==> src/design/ydc_pkg.sv <==
// Yaw drift calibration: shared types, constants and tables.
// Used by ydc_ctrl, ydc_dpath, yaw_drift_calibration and the testbench. No dependencies.
package ydc_pkg;

  localparam int QUAT_BITS = 16;
  localparam int YAW_W     = 19;   // yaw, radians Q.16
  localparam int ANG_W     = 21;   // CORDIC angle accumulator
  localparam int VEC_W     = 34;   // CORDIC vector components
  localparam int ACC_W     = 34;   // exact sum of four Q4.28 products
  localparam int SUM_BITS  = 48;
  localparam int CNT_W     = 7;
  localparam int DVD_W     = 72;   // |sum| << 24

  localparam logic [CNT_W-1:0] MUL_LAST    = 7'd20;
  localparam logic [CNT_W-1:0] CORDIC_LAST = 7'd15;
  localparam logic [CNT_W-1:0] DIV_LAST    = 7'd71;

  localparam logic signed [ANG_W-1:0] PI_Q     = 21'sd205887;
  localparam logic signed [ANG_W-1:0] TWO_PI_Q = 21'sd411775;

  // configuration register indexes
  localparam logic [2:0] CFG_ADJ_W    = 3'd0;
  localparam logic [2:0] CFG_ADJ_X    = 3'd1;
  localparam logic [2:0] CFG_ADJ_Y    = 3'd2;
  localparam logic [2:0] CFG_ADJ_Z    = 3'd3;
  localparam logic [2:0] CFG_THRESH   = 3'd4;
  localparam logic [2:0] CFG_TOTAL    = 3'd5;
  localparam logic [2:0] CFG_DURATION = 3'd6;

  typedef enum logic [3:0] {
    ST_IDLE, ST_MUL, ST_CINIT, ST_CORDIC, ST_UPDATE,
    ST_DINIT, ST_DIV, ST_DEND, ST_DONE
  } state_t;

  typedef enum logic [1:0] {PH_SEED, PH_COLLECT, PH_DONE} phase_t;

  typedef struct packed {
    logic             load;
    logic             mul_en;
    logic             cinit;
    logic             cstep;
    logic             update;
    logic             dinit;
    logic             dstep;
    logic             dend;
    logic             out_load;
    logic [CNT_W-1:0] step;
  } cmd_t;

  typedef struct packed {
    logic finishing;
  } sts_t;

  // atan(2^-k) in radians Q.16, rounded half up from Q.32
  function automatic logic [15:0] atan_q16(input logic [3:0] k);
    logic [15:0] v;
    unique case (k)
      4'd0:  v = 16'd51472;
      4'd1:  v = 16'd30386;
      4'd2:  v = 16'd16055;
      4'd3:  v = 16'd8150;
      4'd4:  v = 16'd4091;
      4'd5:  v = 16'd2047;
      4'd6:  v = 16'd1024;
      4'd7:  v = 16'd512;
      4'd8:  v = 16'd256;
      4'd9:  v = 16'd128;
      4'd10: v = 16'd64;
      4'd11: v = 16'd32;
      4'd12: v = 16'd16;
      4'd13: v = 16'd8;
      4'd14: v = 16'd4;
      default: v = 16'd2;
    endcase
    return v;
  endfunction

  // Hamilton product term sign: component k[3:2], term k[1:0]
  function automatic logic term_neg(input logic [3:0] k);
    logic n;
    unique case (k[3:2])
      2'd0:    n = (k[1:0] != 2'd0);
      2'd1:    n = (k[1:0] == 2'd3);
      2'd2:    n = (k[1:0] == 2'd1);
      default: n = (k[1:0] == 2'd2);
    endcase
    return n;
  endfunction

endpackage

==> src/design/ydc_ctrl.sv <==
// Yaw drift calibration controller: sequences multiply, CORDIC, update, divide.
// Depends on ydc_pkg.
module ydc_ctrl (
  input  logic          clk,
  input  logic          rst_n,
  input  logic          in_tvalid,
  input  logic          frame_valid,
  output logic          in_tready,
  output logic          out_tvalid,
  input  logic          out_tready,
  input  ydc_pkg::sts_t sts,
  output ydc_pkg::cmd_t cmd
);
  import ydc_pkg::*;

  state_t           state_r, state_nxt;
  logic [CNT_W-1:0] cnt_r, cnt_nxt;
  logic             out_valid_r, out_valid_nxt;

  // state, step counter and output valid
  always_ff @(posedge clk) begin
    if (!rst_n) begin
      state_r     <= ST_IDLE;
      cnt_r       <= '0;
      out_valid_r <= 1'b0;
    end else begin
      state_r     <= state_nxt;
      cnt_r       <= cnt_nxt;
      out_valid_r <= out_valid_nxt;
    end
  end

  // next state and commands
  always_comb begin
    state_nxt = state_r;
    cnt_nxt   = cnt_r;
    cmd       = '0;
    cmd.step  = cnt_r;
    in_tready = 1'b0;
    unique case (state_r)
      ST_IDLE: begin
        in_tready = 1'b1;
        if (in_tvalid) begin
          cmd.load  = 1'b1;
          cnt_nxt   = '0;
          state_nxt = frame_valid ? ST_MUL : ST_UPDATE;
        end
      end
      ST_MUL: begin
        cmd.mul_en = 1'b1;
        if (cnt_r == MUL_LAST) begin
          cnt_nxt   = '0;
          state_nxt = ST_CINIT;
        end else begin
          cnt_nxt = cnt_r + 1'b1;
        end
      end
      ST_CINIT: begin
        cmd.cinit = 1'b1;
        cnt_nxt   = '0;
        state_nxt = ST_CORDIC;
      end
      ST_CORDIC: begin
        cmd.cstep = 1'b1;
        if (cnt_r == CORDIC_LAST) begin
          state_nxt = ST_UPDATE;
        end else begin
          cnt_nxt = cnt_r + 1'b1;
        end
      end
      ST_UPDATE: begin
        cmd.update = 1'b1;
        state_nxt  = sts.finishing ? ST_DINIT : ST_DONE;
      end
      ST_DINIT: begin
        cmd.dinit = 1'b1;
        cnt_nxt   = '0;
        state_nxt = ST_DIV;
      end
      ST_DIV: begin
        cmd.dstep = 1'b1;
        if (cnt_r == DIV_LAST) begin
          state_nxt = ST_DEND;
        end else begin
          cnt_nxt = cnt_r + 1'b1;
        end
      end
      ST_DEND: begin
        cmd.dend  = 1'b1;
        state_nxt = ST_DONE;
      end
      ST_DONE: begin
        if (!out_valid_r || out_tready) begin
          cmd.out_load = 1'b1;
          state_nxt    = ST_IDLE;
        end
      end
      default: state_nxt = ST_IDLE;
    endcase
  end

  // output register holds until taken
  always_comb begin
    if (cmd.out_load) begin
      out_valid_nxt = 1'b1;
    end else if (out_tready) begin
      out_valid_nxt = 1'b0;
    end else begin
      out_valid_nxt = out_valid_r;
    end
  end

  assign out_tvalid = out_valid_r;

endmodule

==> src/design/ydc_dpath.sv <==
// Yaw drift calibration datapath: config registers, shared multiplier,
// CORDIC vectoring, drift accumulation, restoring divider. Depends on ydc_pkg.
module ydc_dpath (
  input  logic          clk,
  input  logic          rst_n,
  input  logic          cfg_we,
  input  logic [2:0]    cfg_addr,
  input  logic [31:0]   cfg_wdata,
  input  logic [63:0]   in_tdata,
  input  logic          in_tuser,
  input  ydc_pkg::cmd_t cmd,
  output ydc_pkg::sts_t sts,
  output logic [143:0]  out_tdata
);
  import ydc_pkg::*;

  // configuration
  logic signed [QUAT_BITS-1:0] adj_r [4];
  logic [17:0]                 thr_r;
  logic [19:0]                 total_r;
  logic [31:0]                 dur_r;

  // item and working registers
  logic signed [QUAT_BITS-1:0] qin_r [4];
  logic                        fv_r;
  logic signed [31:0]          prod_r;
  logic signed [ACC_W-1:0]     acc_r;
  logic signed [QUAT_BITS-1:0] rq_r [4];
  logic signed [VEC_W-1:0]     vs_r, vc_r;
  logic signed [ANG_W-1:0]     ang_r;
  logic                        zero_r;

  // calibration state
  phase_t                      phase_r;
  logic signed [YAW_W-1:0]     prev_r;
  logic signed [SUM_BITS-1:0]  sum_r;
  logic [19:0]                 slot_r;
  logic signed [SUM_BITS-1:0]  rate_r;
  logic signed [YAW_W-1:0]     yaw_r;
  logic                        jump_r;

  // divider
  logic                        neg_r;
  logic [DVD_W-1:0]            dvd_r, quo_r;
  logic [31:0]                 rem_r, dsr_r;
  logic [143:0]                out_r;

  // multiplier operand select
  logic [4:0]                  k, j;
  logic signed [QUAT_BITS-1:0] mul_a, mul_b;
  always_comb begin
    k = cmd.step[4:0];
    j = k - 5'd1;
    mul_a = rq_r[3];
    mul_b = rq_r[3];
    if (!k[4]) begin
      mul_a = qin_r[k[1:0]];
      mul_b = adj_r[k[1:0] ^ k[3:2]];
    end else begin
      unique case (k[1:0])
        2'd0:    begin mul_a = rq_r[1]; mul_b = rq_r[2]; end
        2'd1:    begin mul_a = rq_r[2]; mul_b = rq_r[2]; end
        2'd2:    begin mul_a = rq_r[0]; mul_b = rq_r[3]; end
        default: begin mul_a = rq_r[3]; mul_b = rq_r[3]; end
      endcase
    end
  end

  // product accumulation, rounding and saturation
  logic signed [ACC_W-1:0] p_ext, term, acc_sum, rnd, rsh, p_q;
  logic signed [QUAT_BITS-1:0] q_sat;
  always_comb begin
    p_ext   = ACC_W'(prod_r);
    term    = term_neg(j[3:0]) ? -p_ext : p_ext;
    acc_sum = acc_r + term;
    rnd     = acc_sum + ACC_W'(8192);
    rsh     = rnd >>> 14;
    if (rsh > ACC_W'(32767)) begin
      q_sat = 16'sh7fff;
    end else if (rsh < -ACC_W'(32768)) begin
      q_sat = 16'sh8000;
    end else begin
      q_sat = rsh[QUAT_BITS-1:0];
    end
    p_q = p_ext >>> 2;
  end

  // CORDIC step terms
  logic signed [VEC_W-1:0] vs_sh, vc_sh;
  logic signed [ANG_W-1:0] at;
  always_comb begin
    vs_sh = vs_r >>> cmd.step[3:0];
    vc_sh = vc_r >>> cmd.step[3:0];
    at    = ANG_W'({1'b0, atan_q16(cmd.step[3:0])});
  end

  // yaw, wrapped step and saturated sum
  logic signed [YAW_W-1:0]    yaw_c;
  logic signed [19:0]         d_raw, d_w, mag;
  logic                       clean;
  logic signed [SUM_BITS:0]   sum_wide;
  logic signed [SUM_BITS-1:0] sum_sat;
  logic [19:0]                slot_inc;
  always_comb begin
    if (!fv_r || zero_r) begin
      yaw_c = '0;
    end else if (ang_r > PI_Q) begin
      yaw_c = PI_Q[YAW_W-1:0];
    end else if (ang_r < -PI_Q) begin
      yaw_c = YAW_W'(-PI_Q);
    end else begin
      yaw_c = ang_r[YAW_W-1:0];
    end
    d_raw = 20'(yaw_c) - 20'(prev_r);
    if (d_raw > 20'(PI_Q)) begin
      d_w = d_raw - 20'(TWO_PI_Q);
    end else if (d_raw < -20'(PI_Q)) begin
      d_w = d_raw + 20'(TWO_PI_Q);
    end else begin
      d_w = d_raw;
    end
    mag      = (d_w < 0) ? -d_w : d_w;
    clean    = ($unsigned(mag) < {2'b00, thr_r});
    sum_wide = (SUM_BITS+1)'(sum_r) + (SUM_BITS+1)'(d_w);
    if (sum_wide[SUM_BITS] != sum_wide[SUM_BITS-1]) begin
      sum_sat = sum_wide[SUM_BITS] ? {1'b1, {(SUM_BITS-1){1'b0}}}
                                   : {1'b0, {(SUM_BITS-1){1'b1}}};
    end else begin
      sum_sat = sum_wide[SUM_BITS-1:0];
    end
    slot_inc      = slot_r + 20'd1;
    sts.finishing = (phase_r == PH_COLLECT) && (slot_inc >= total_r);
  end

  // divider step and final saturation
  logic [32:0]         rem_sh;
  logic                qbit;
  logic [DVD_W-1:0]    lim;
  logic [SUM_BITS-1:0] q_fin, mabs;
  always_comb begin
    rem_sh = {rem_r, dvd_r[DVD_W-1]};
    qbit   = (rem_sh >= {1'b0, dsr_r});
    lim    = neg_r ? (DVD_W'(1) << 47) : ((DVD_W'(1) << 47) - DVD_W'(1));
    q_fin  = (quo_r > lim) ? lim[SUM_BITS-1:0] : quo_r[SUM_BITS-1:0];
    mabs   = sum_r[SUM_BITS-1] ? (~sum_r + 1'b1) : sum_r;
  end

  // configuration writes
  always_ff @(posedge clk) begin
    if (!rst_n) begin
      adj_r[0] <= 16'sd16384;
      adj_r[1] <= '0;
      adj_r[2] <= '0;
      adj_r[3] <= '0;
      thr_r    <= 18'd1144;
      total_r  <= 20'd60000;
      dur_r    <= 32'd60000;
    end else if (cfg_we) begin
      unique case (cfg_addr)
        CFG_ADJ_W:    adj_r[0] <= cfg_wdata[15:0];
        CFG_ADJ_X:    adj_r[1] <= cfg_wdata[15:0];
        CFG_ADJ_Y:    adj_r[2] <= cfg_wdata[15:0];
        CFG_ADJ_Z:    adj_r[3] <= cfg_wdata[15:0];
        CFG_THRESH:   thr_r    <= cfg_wdata[17:0];
        CFG_TOTAL:    total_r  <= cfg_wdata[19:0];
        CFG_DURATION: dur_r    <= cfg_wdata;
        default: ;
      endcase
    end
  end

  // calibration state
  always_ff @(posedge clk) begin
    if (!rst_n) begin
      phase_r <= PH_SEED;
      prev_r  <= '0;
      sum_r   <= '0;
      slot_r  <= '0;
      rate_r  <= '0;
    end else begin
      if (cmd.update) begin
        unique case (phase_r)
          PH_SEED: begin
            if (fv_r) begin
              prev_r  <= yaw_c;
              phase_r <= PH_COLLECT;
            end
          end
          PH_COLLECT: begin
            slot_r <= slot_inc;
            if (fv_r) begin
              if (clean) sum_r <= sum_sat;
              prev_r <= yaw_c;
            end
            if (sts.finishing) phase_r <= PH_DONE;
          end
          default: ;
        endcase
      end
      if (cmd.dend) begin
        rate_r <= neg_r ? -q_fin : q_fin;
      end
    end
  end

  // working registers
  always_ff @(posedge clk) begin
    if (cmd.load) begin
      qin_r[0] <= in_tdata[15:0];
      qin_r[1] <= in_tdata[31:16];
      qin_r[2] <= in_tdata[47:32];
      qin_r[3] <= in_tdata[63:48];
      fv_r     <= in_tuser;
      acc_r    <= '0;
      vs_r     <= '0;
      vc_r     <= VEC_W'(34'sd33554432);
    end
    if (cmd.mul_en) begin
      if (k != 5'd20) prod_r <= mul_a * mul_b;
      if (k != 5'd0) begin
        if (!j[4]) begin
          if (j[1:0] == 2'd3) begin
            rq_r[j[3:2]] <= q_sat;
            acc_r        <= '0;
          end else begin
            acc_r <= acc_sum;
          end
        end else if (!j[0]) begin
          vs_r <= vs_r + p_q;
        end else begin
          vc_r <= vc_r - p_q;
        end
      end
    end
    if (cmd.cinit) begin
      zero_r <= (vs_r == '0) && (vc_r == '0);
      if (vc_r < 0) begin
        ang_r <= (vs_r >= 0) ? PI_Q : -PI_Q;
        vc_r  <= -vc_r;
        vs_r  <= -vs_r;
      end else begin
        ang_r <= '0;
      end
    end
    if (cmd.cstep) begin
      if (vs_r > 0) begin
        vc_r  <= vc_r + vs_sh;
        vs_r  <= vs_r - vc_sh;
        ang_r <= ang_r + at;
      end else begin
        vc_r  <= vc_r - vs_sh;
        vs_r  <= vs_r + vc_sh;
        ang_r <= ang_r - at;
      end
    end
    if (cmd.update) begin
      yaw_r  <= yaw_c;
      jump_r <= (phase_r == PH_COLLECT) && fv_r && !clean;
    end
    if (cmd.dinit) begin
      neg_r <= sum_r[SUM_BITS-1];
      dvd_r <= {mabs, 24'd0};
      rem_r <= '0;
      quo_r <= '0;
      dsr_r <= (dur_r == '0) ? 32'd1 : dur_r;
    end
    if (cmd.dstep) begin
      rem_r <= qbit ? 32'(rem_sh - {1'b0, dsr_r}) : rem_sh[31:0];
      quo_r <= {quo_r[DVD_W-2:0], qbit};
      dvd_r <= {dvd_r[DVD_W-2:0], 1'b0};
    end
    if (cmd.out_load) begin
      out_r <= {7'd0, rate_r, (phase_r != PH_SEED) && (phase_r != PH_COLLECT),
                slot_r, sum_r, jump_r, yaw_r};
    end
  end

  assign out_tdata = out_r;

endmodule

==> src/design/yaw_drift_calibration.sv <==
// Yaw drift calibration top level: ties controller and datapath together.
// One item in flight: a sample passes the shared 16x16 multiplier (20 products)
// and the 16-step CORDIC, a missed frame skips both, and the item that finishes
// also runs the 72-step divider. The next item can be taken in the cycle after the
// result loads; the result waits in ST_DONE while the output register is full.
// Reset (rst_n low, synchronous) restores register defaults and the seed wait.
module yaw_drift_calibration (
  input  logic         clk,
  input  logic         rst_n,
  input  logic         cfg_we,
  input  logic [2:0]   cfg_addr,
  input  logic [31:0]  cfg_wdata,
  input  logic         in_tvalid,
  output logic         in_tready,
  input  logic [63:0]  in_tdata,   // quat_w, quat_x, quat_y, quat_z
  input  logic         in_tuser,   // frame_valid
  output logic         out_tvalid,
  input  logic         out_tready,
  output logic [143:0] out_tdata   // yaw_now, jump_seen, drift_sum, samples_done,
                                   // finished, drift_rate, zero fill
);
  import ydc_pkg::*;

  cmd_t cmd;
  sts_t sts;

  ydc_ctrl u_ctrl (
    .clk         (clk),
    .rst_n       (rst_n),
    .in_tvalid   (in_tvalid),
    .frame_valid (in_tuser),
    .in_tready   (in_tready),
    .out_tvalid  (out_tvalid),
    .out_tready  (out_tready),
    .sts         (sts),
    .cmd         (cmd)
  );

  ydc_dpath u_dpath (
    .clk       (clk),
    .rst_n     (rst_n),
    .cfg_we    (cfg_we),
    .cfg_addr  (cfg_addr),
    .cfg_wdata (cfg_wdata),
    .in_tdata  (in_tdata),
    .in_tuser  (in_tuser),
    .cmd       (cmd),
    .sts       (sts),
    .out_tdata (out_tdata)
  );

  // one item at a time: no accept right after an accept
  assert property (@(posedge clk) disable iff (!rst_n)
    in_tvalid && in_tready |=> !in_tready)
    else $error("input accepted while busy");

  // rate stays zero until the calibration finishes
  assert property (@(posedge clk) disable iff (!rst_n)
    out_tvalid && !out_tdata[88] |-> out_tdata[136:89] == '0)
    else $error("drift rate set before finish");

  // no drift accumulates before a slot is counted
  assert property (@(posedge clk) disable iff (!rst_n)
    out_tvalid && out_tdata[87:68] == '0 |-> out_tdata[67:20] == '0)
    else $error("drift sum without counted slots");

endmodule

==> config.mk <==
export PLATFORM = sky130hd
export DESIGN_NAME = yaw_drift_calibration
export DESIGN_NICKNAME = d
export VERILOG_FILES = /design/src/design/ydc_pkg.sv /design/src/design/ydc_ctrl.sv /design/src/design/ydc_dpath.sv /design/src/design/yaw_drift_calibration.sv
export SDC_FILE = /design/constraint.sdc
export NUM_CORES = 2
export LEC_CHECK = 0
export BUFFER_PORTS_ARGS = -buffer_cell sky130_fd_sc_hd__buf_2
export CAP_MARGIN = 20
export CORE_ASPECT_RATIO = 2
export CORE_MARGIN = 2
export CORE_UTILIZATION = 58
export DETAILED_ROUTE_END_ITERATION = 10
export PLACE_DENSITY_LB_ADDON = 0.15
export RECOVER_POWER = 50
export SLEW_MARGIN = 20
export SYNTH_ARGS = -nofsm -noshare
export SYNTH_HDL_FRONTEND = slang
export SYNTH_SLANG_ARGS = --single-unit
==> constraint.sdc <==
create_clock -name clk -period 10.3 [get_ports clk]
set_clock_uncertainty 0.05 [all_clocks]
set_input_delay 0 -clock clk [delete_from_list [all_inputs] [get_ports clk]]
set_output_delay 0 -clock clk [all_outputs]
set_load 0.02 [all_outputs]
* After elaboration in Yosys (flattened, before gate mapping) *
Memories as Yosys holds them, arrays and structs flattened. A register that Yosys moved wholly into a read port is not among the register bits.
Index checks and enable logic that the tools add are counted.

storage, ports and cells
  bits in registers = 718
  ROM bits = 256
  memories kept = 4
  RAM bits = 192
  output and inout bits = 146

memories
  name             words  bits a word  rd ports  clocked after Yosys merged registers in  wr ports  line             text
  (no name shown)  16     16           1         1                                        0         ydc_pkg.sv:57    unique case (k)
  u_dpath.adj_r    4      16           1         0                                        4         ydc_dpath.sv:18  logic signed [QUAT_BITS-1:0] adj_r [4];
  u_dpath.qin_r    4      16           1         1                                        4         ydc_dpath.sv:24  logic signed [QUAT_BITS-1:0] qin_r [4];
  u_dpath.rq_r     4      16           4         0                                        1         ydc_dpath.sv:28  logic signed [QUAT_BITS-1:0] rq_r [4];

cells by class
  multiply operators = 1
  bitwise gates (word level) = 6
  $lt $le $gt $ge = 14
  shifts and indexed selects = 2
  add/sub/neg operators = 24
  mux-type cells = 117
  equal/unequal tests = 37
  reductions and logical operators = 39

operators with widths
  operator                number
  $mux 34                 24
  $mux 48                 6
  $mux 72                 4
  $mux 16                 9
  $mux 21                 5
  $add 34x34->34          3
  $mux 32                 3
  $gt 72x72->1            1
  $logic_not 34->1        2
  $neg 34->34             2
  $sshr 34x4->34          2
  $sub 34x34->34          2
  $mux 20                 3
  $mux 19                 3
  $add 48x20->49          1
  $add 48x1->48 const B   1
  $neg 48->48             1
  $not 48->48             1
  $pmux 16 s3             1
  $mux 1                  38
  $pmux 4 s9              1
  $pmux 7 s5              1
  $add 34x15->34 const B  1
  $add 34x30->34          1
  other kinds (64)        124

* Logic depth before layout (Yosys ltp) *
  word-level depth = 13
  mapped depth = 45
  mapped depth without buffers = 41

* Cells and area by module *
Synthesis repeated with hierarchy kept, for this count alone.

second synthesis, totals
  cell total of the unflattened synthesis = 7825
  area total of the unflattened synthesis = 71607.4 um^2

modules (own cells, without submodules)
  module     area each (um^2)  sequential area each (um^2)  cells each  times used
  ydc_dpath  70694.1           23892.9                      7710        1
  ydc_ctrl   913.4             240.2                        115         1

* Least setup slack after synthesis *
OpenSTA, ideal clock, no wires.

  path type = flip-flop to flip-flop
  from = reg u_ctrl.cnt_r[0]
  to = reg u_dpath.prod_r[31] (data pin)
  stages on the path, launching flop included = 38
  setup slack = 0.368 ns
  clock period less this slack = 9.932 ns
  arrival = 9.614 ns
  required time = 9.982 ns
  path through = dfxtp_1 -> buf_4 -> buf_4 -> buf_2 -> buf_2 -> buf_4 -> buf_4 -> buf_2 -> xor2_1 -> buf_2 -> mux4_2 -> nand2_1 -> o21ai_1 -> buf_2 -> nand2_1 -> fa_1 -> inv_1 -> fa_1 -> [... 2 more ...] -> fa_1 -> inv_1 -> fa_1 -> fa_1 -> ha_1 -> a21o_1 -> a21oi_1 -> a21oi_1 -> a41o_1 -> o41ai_1 -> o211ai_1 -> a21oi_1 -> o2111ai_1 -> a31oi_1 -> nor2b_1 -> o21a_1 -> o41ai_1 -> xnor2_1

on the way
  word-level cells in the longest chain between the ends = 5

RTL lines
  what                                           line              text
  start, declared                                ydc_ctrl.sv:17    logic [CNT_W-1:0] cnt_r, cnt_nxt;
  start signal, assigned                         ydc_ctrl.sv:28    cnt_r <= cnt_nxt;
  $eq 2x1->1 or $logic_not 2->1 (tied branches)  ydc_dpath.sv:60   unique case (k[1:0])
  $reduce_or 2->1 (no line)                      --
  $mux 16                                        --
  $mux 16                                        ydc_dpath.sv:56   if (!k[4]) begin
  $mul 16x16->32 (*)                             ydc_dpath.sv:219  if (k != 5'd20) prod_r <= mul_a * mul_b;
  end signal, assigned                           ydc_dpath.sv:219
  end, declared                                  ydc_dpath.sv:26   logic signed [31:0] prod_r;

Every way passes the cells marked *; elsewhere a longest branch is shown, timed or not.
A chain may end at the register's enable or synchronous reset.

* Final worst setup path *
  from = reg u_dpath.ang_r[8]
  to = reg u_dpath.sum_r[23]

on the way
  word-level cells in the longest chain between the ends = 12

RTL lines
  what                                            line                                text
  start, declared                                 ydc_dpath.sv:30                     logic signed [ANG_W-1:0] ang_r;
  start signal, assigned                          ydc_dpath.sv:238                    ang_r <= (vs_r >= 0) ? PI_Q : -PI_Q;
  start signal, assigned                          ydc_dpath.sv:249                    ang_r <= ang_r + at;
  start signal, assigned                          ydc_dpath.sv:253                    ang_r <= ang_r - at;
  $lt 21x19->1                                    ydc_dpath.sv:109                    end else if (ang_r < -PI_Q) begin
  $mux 19                                         ydc_dpath.sv:109
  $mux 19 (*)                                     ydc_dpath.sv:107                    end else if (ang_r > PI_Q) begin
  $mux 19 (*)                                     ydc_dpath.sv:105                    if (!fv_r || zero_r) begin
  via u_dpath.yaw_c[0]                            ydc_dpath.sv:98                     logic signed [YAW_W-1:0] yaw_c;
  $sub 19x19->20 (*)                              ydc_dpath.sv:114                    d_raw = 20'(yaw_c) - 20'(prev_r);
  $add 20x20->20 or $lt 20x19->1 (tied branches)  ydc_dpath.sv:118, ydc_dpath.sv:117
  $mux 20                                         ydc_dpath.sv:117                    end else if (d_raw < -20'(PI_Q)) begin
  $mux 20 (*)                                     ydc_dpath.sv:115                    if (d_raw > 20'(PI_Q)) begin
  $neg 20->20 or $lt 20x1->1 (tied branches)      ydc_dpath.sv:122                    mag = (d_w < 0) ? -d_w : d_w;
  $mux 20                                         ydc_dpath.sv:122
  $lt 20x18->1                                    ydc_dpath.sv:123                    clean = ($unsigned(mag) < {2'b00, thr_r});
  $reduce_and 4->1 (no line)                      --
  end signal, assigned                            ydc_dpath.sv:192                    if (clean) sum_r <= sum_sat;
  end, declared                                   ydc_dpath.sv:36                     logic signed [SUM_BITS-1:0] sum_r;

Mark *: on every way through the listed nets, which the timed path passes. The rest lies on a longest branch.

==> metrics.csv <==
metric,value,unit
setup_tns,0,ps
Fmax,104,MHz
sequential fraction of the synthesis area,34.3,%
Avg Synthesized Cell Area,9.21,um^2
Reg2Reg Launch Point,u_dpath.ang_r[8],
Crit path max-delay family,compound AO/OA/AOI/OAI gates,
GP Congestion,0.960,
most frequent cell on the critical path,a21oi_1,
CP Max Fanout,52,
"Primary FF master, synth",edfxtp_1,
CORE AREA,123000,um^2
Post-route DRC,0,
Post-synth EDFFs,591,
failing checks,"max-capacitance violations, max-slew violations",
Worst-path clk slew,70,ps
Worst Reg-to-Reg Cells,38,
DR WL/cell,21.6,um
"most common cell after layout, fill and taps aside",nand2_1,
worst setup path start,u_dpath.ang_r[8],
hold path depth,4,
Die Area,126000,um^2
Worst setup SP type,flip-flop,
dominant cells by area after synthesis,"edfxtp_1 25%, dfxtp_1 9.5%, ha_1 8.3%",
Post-Route WL,208000,um
Slew HR,-501,%
number of buffers created by CTS,88,
Port Buf Inserts,243,
Post-Synthesis Cells,7747,
first-pass GRT wire length,324000,um
fin. max-slew vios,570,
total track usage,32.6,%
Die H,500,um
Core Rows,182,
initial antenna violation count,16,
fraction of registers with async set/reset,0,%
DRT antenna net count,0,
critical path type,flip-flop to flip-flop,
CTS tree,yes,
Synth top area share,24.9,%
Initial Util,58.2,%
final setup fails,0,
Bufs on Longest Clock Path,3,
"Req. time, crit path",10880,ps
Buf/Inv on CP,3,
largest net degree at the start of global routing,153,
Worst Hold Launch,cfg_wdata[23],
Least-Margin Pin Slew,9010,ps
area growth from synthesis to layout,10.6,%
latest clock arrival within the worst-skew pair,730,ps
CP max-delay cell,nor4_4,
unrepaired setup endpoints after global routing,no,
cell taking the most area after synthesis,edfxtp_1,
Worst Path Arrival,10190,ps
number of synthesized register bits,928,
Critical Path End Type,flip-flop,
most frequent cells in the layout,"904 x nand2_1, 591 x edfxtp_1, 575 x nor2_1",
Synthesis Warnings,0,
number of library cell types mapped by synthesis,117,
drt first pass iters,7,
# Max-Cap Violations,11,
vias in the first global route,57000,
fin crit share,93.3,%
clock sink total,928,
clock root buffer,clkbuf_16,
H-tree levels,3,
Crit path depth,38,
Post-DP HPWL,151000,um
vias post-DR,59700,
critical path's largest stage delay,640,ps
GR Overflow Total,0,
clock period minus worst slack,9610,ps
DRT iter0 DRCs,5493,
layout cells sized above 1,7.16,%
Final Hold Viols,0,
worst min-delay path class,input pin to flip-flop,
status,"finished, violations left",
drt via density,6.19,
Die X,252,um
# IOs,251,
Total Nets Final,8860,
cell area after synthesis,71300,um^2
[repair_timing]
action	4_1_cts	5_1_grt
setup endpoints to repair	0	48
setup buffers	0	1
hold buffers	181	0
hold endpoints to repair	299	0
resized for setup	0	11
[stage by stage]
step	instances	setup WS [ps]	hold slack, ps	utilization, %	cell area (um^2)
floorplan	7753	368	48.9	-	71300
global placement	9295	878	126	60.4	74100
detailed placement	9297	542	128	60.5	74100
CTS	9643	400	10.7	64.5	79000
global route	9653	1.73	62.7	64.4	78900
finish	9654	690	50.2	64.4	78900
[synthesized netlist by cell type (all sizes together), types with 55 or more instances]
cell	instances
dfxtp	337
nand3	126
and2	171
edfxtp	591
xnor2	311
ha	475
or3	65
nor3	142
clkbuf	308
nor2	581
mux2i	81
fa	271
a211oi	59
o21ai	568
a21o	171
a31oi	112
a21oi	540
o21a	72
and3	59
o31ai	72
xor2	231
nand2	906
mux4	100
inv	549
buf	63
nand2b	70
nand4	55
nor2b	56
[final timing paths]
path / end / slack [ps]
worst max register to register: u_dpath.sum_r[23] / 690
worst min register to register: u_dpath.out_tdata[118] / 380
worst min-delay path: u_dpath.dur_r[23] / 50
worst max-delay path: u_dpath.sum_r[23] / 690
[state kept, by name, indices dropped and copies added (netlist names), 34 cells and up, named ones only]
name	flops
u_dpath.qin_r	64
u_dpath.adj_r	64
u_dpath.out_tdata	137
u_dpath.vc_r	34
u_dpath.rate_r	48
u_dpath.dvd_r	48
u_dpath.acc_r	34
u_dpath.quo_r	72
u_dpath.vs_r	34
u_dpath.rq_r	64
u_dpath.sum_r	48
[kinds of logic after synthesis]
family | count (synthesis) | share of synthesized area (%)
DFF | 928 | 34.3
AOI/OAI and AO/OA | 1994 | 17.5
buffers and inverters | 924 | 5.01
xor gates and xnor gates | 542 | 6.66
adders and majority gates | 746 | 15.9
muxes | 216 | 4.85
and+or+nand+nor | 2396 | 15.7
other | 1 | 0.00526
[cell type report]
type                    count  area, um^2
repair buffers            537        3750
diodes                      6        15.0
well taps                1564        1960
clock inverters            58         737
flip-flops and latches    928       24500
inverters                 553        2080
multi-input cells        5901       43500
clock buffers             107        2360
fillers                 10100       43600
[worst min-delay path, cell delays in order]
cell and delay [ps]:
dlygate4sd3_1 530, buf_2 120, nand2_1 50, a21oi_1 60
[layer usage]
metal | part of all wire, % | track usage [%] | vias up
li1 | - | - | 28200
met1 | 42 | 44.7 | 28600
met2 | 45 | 51.5 | 2443
met3 | 7.7 | 4.67 | 484
met4 | 4.9 | 14.6 | 16
met5 | 0.051 | 0 | -
Power is not shown: default switching activity piles up to over one toggle a cycle in this logic, so the estimate is an artifact.
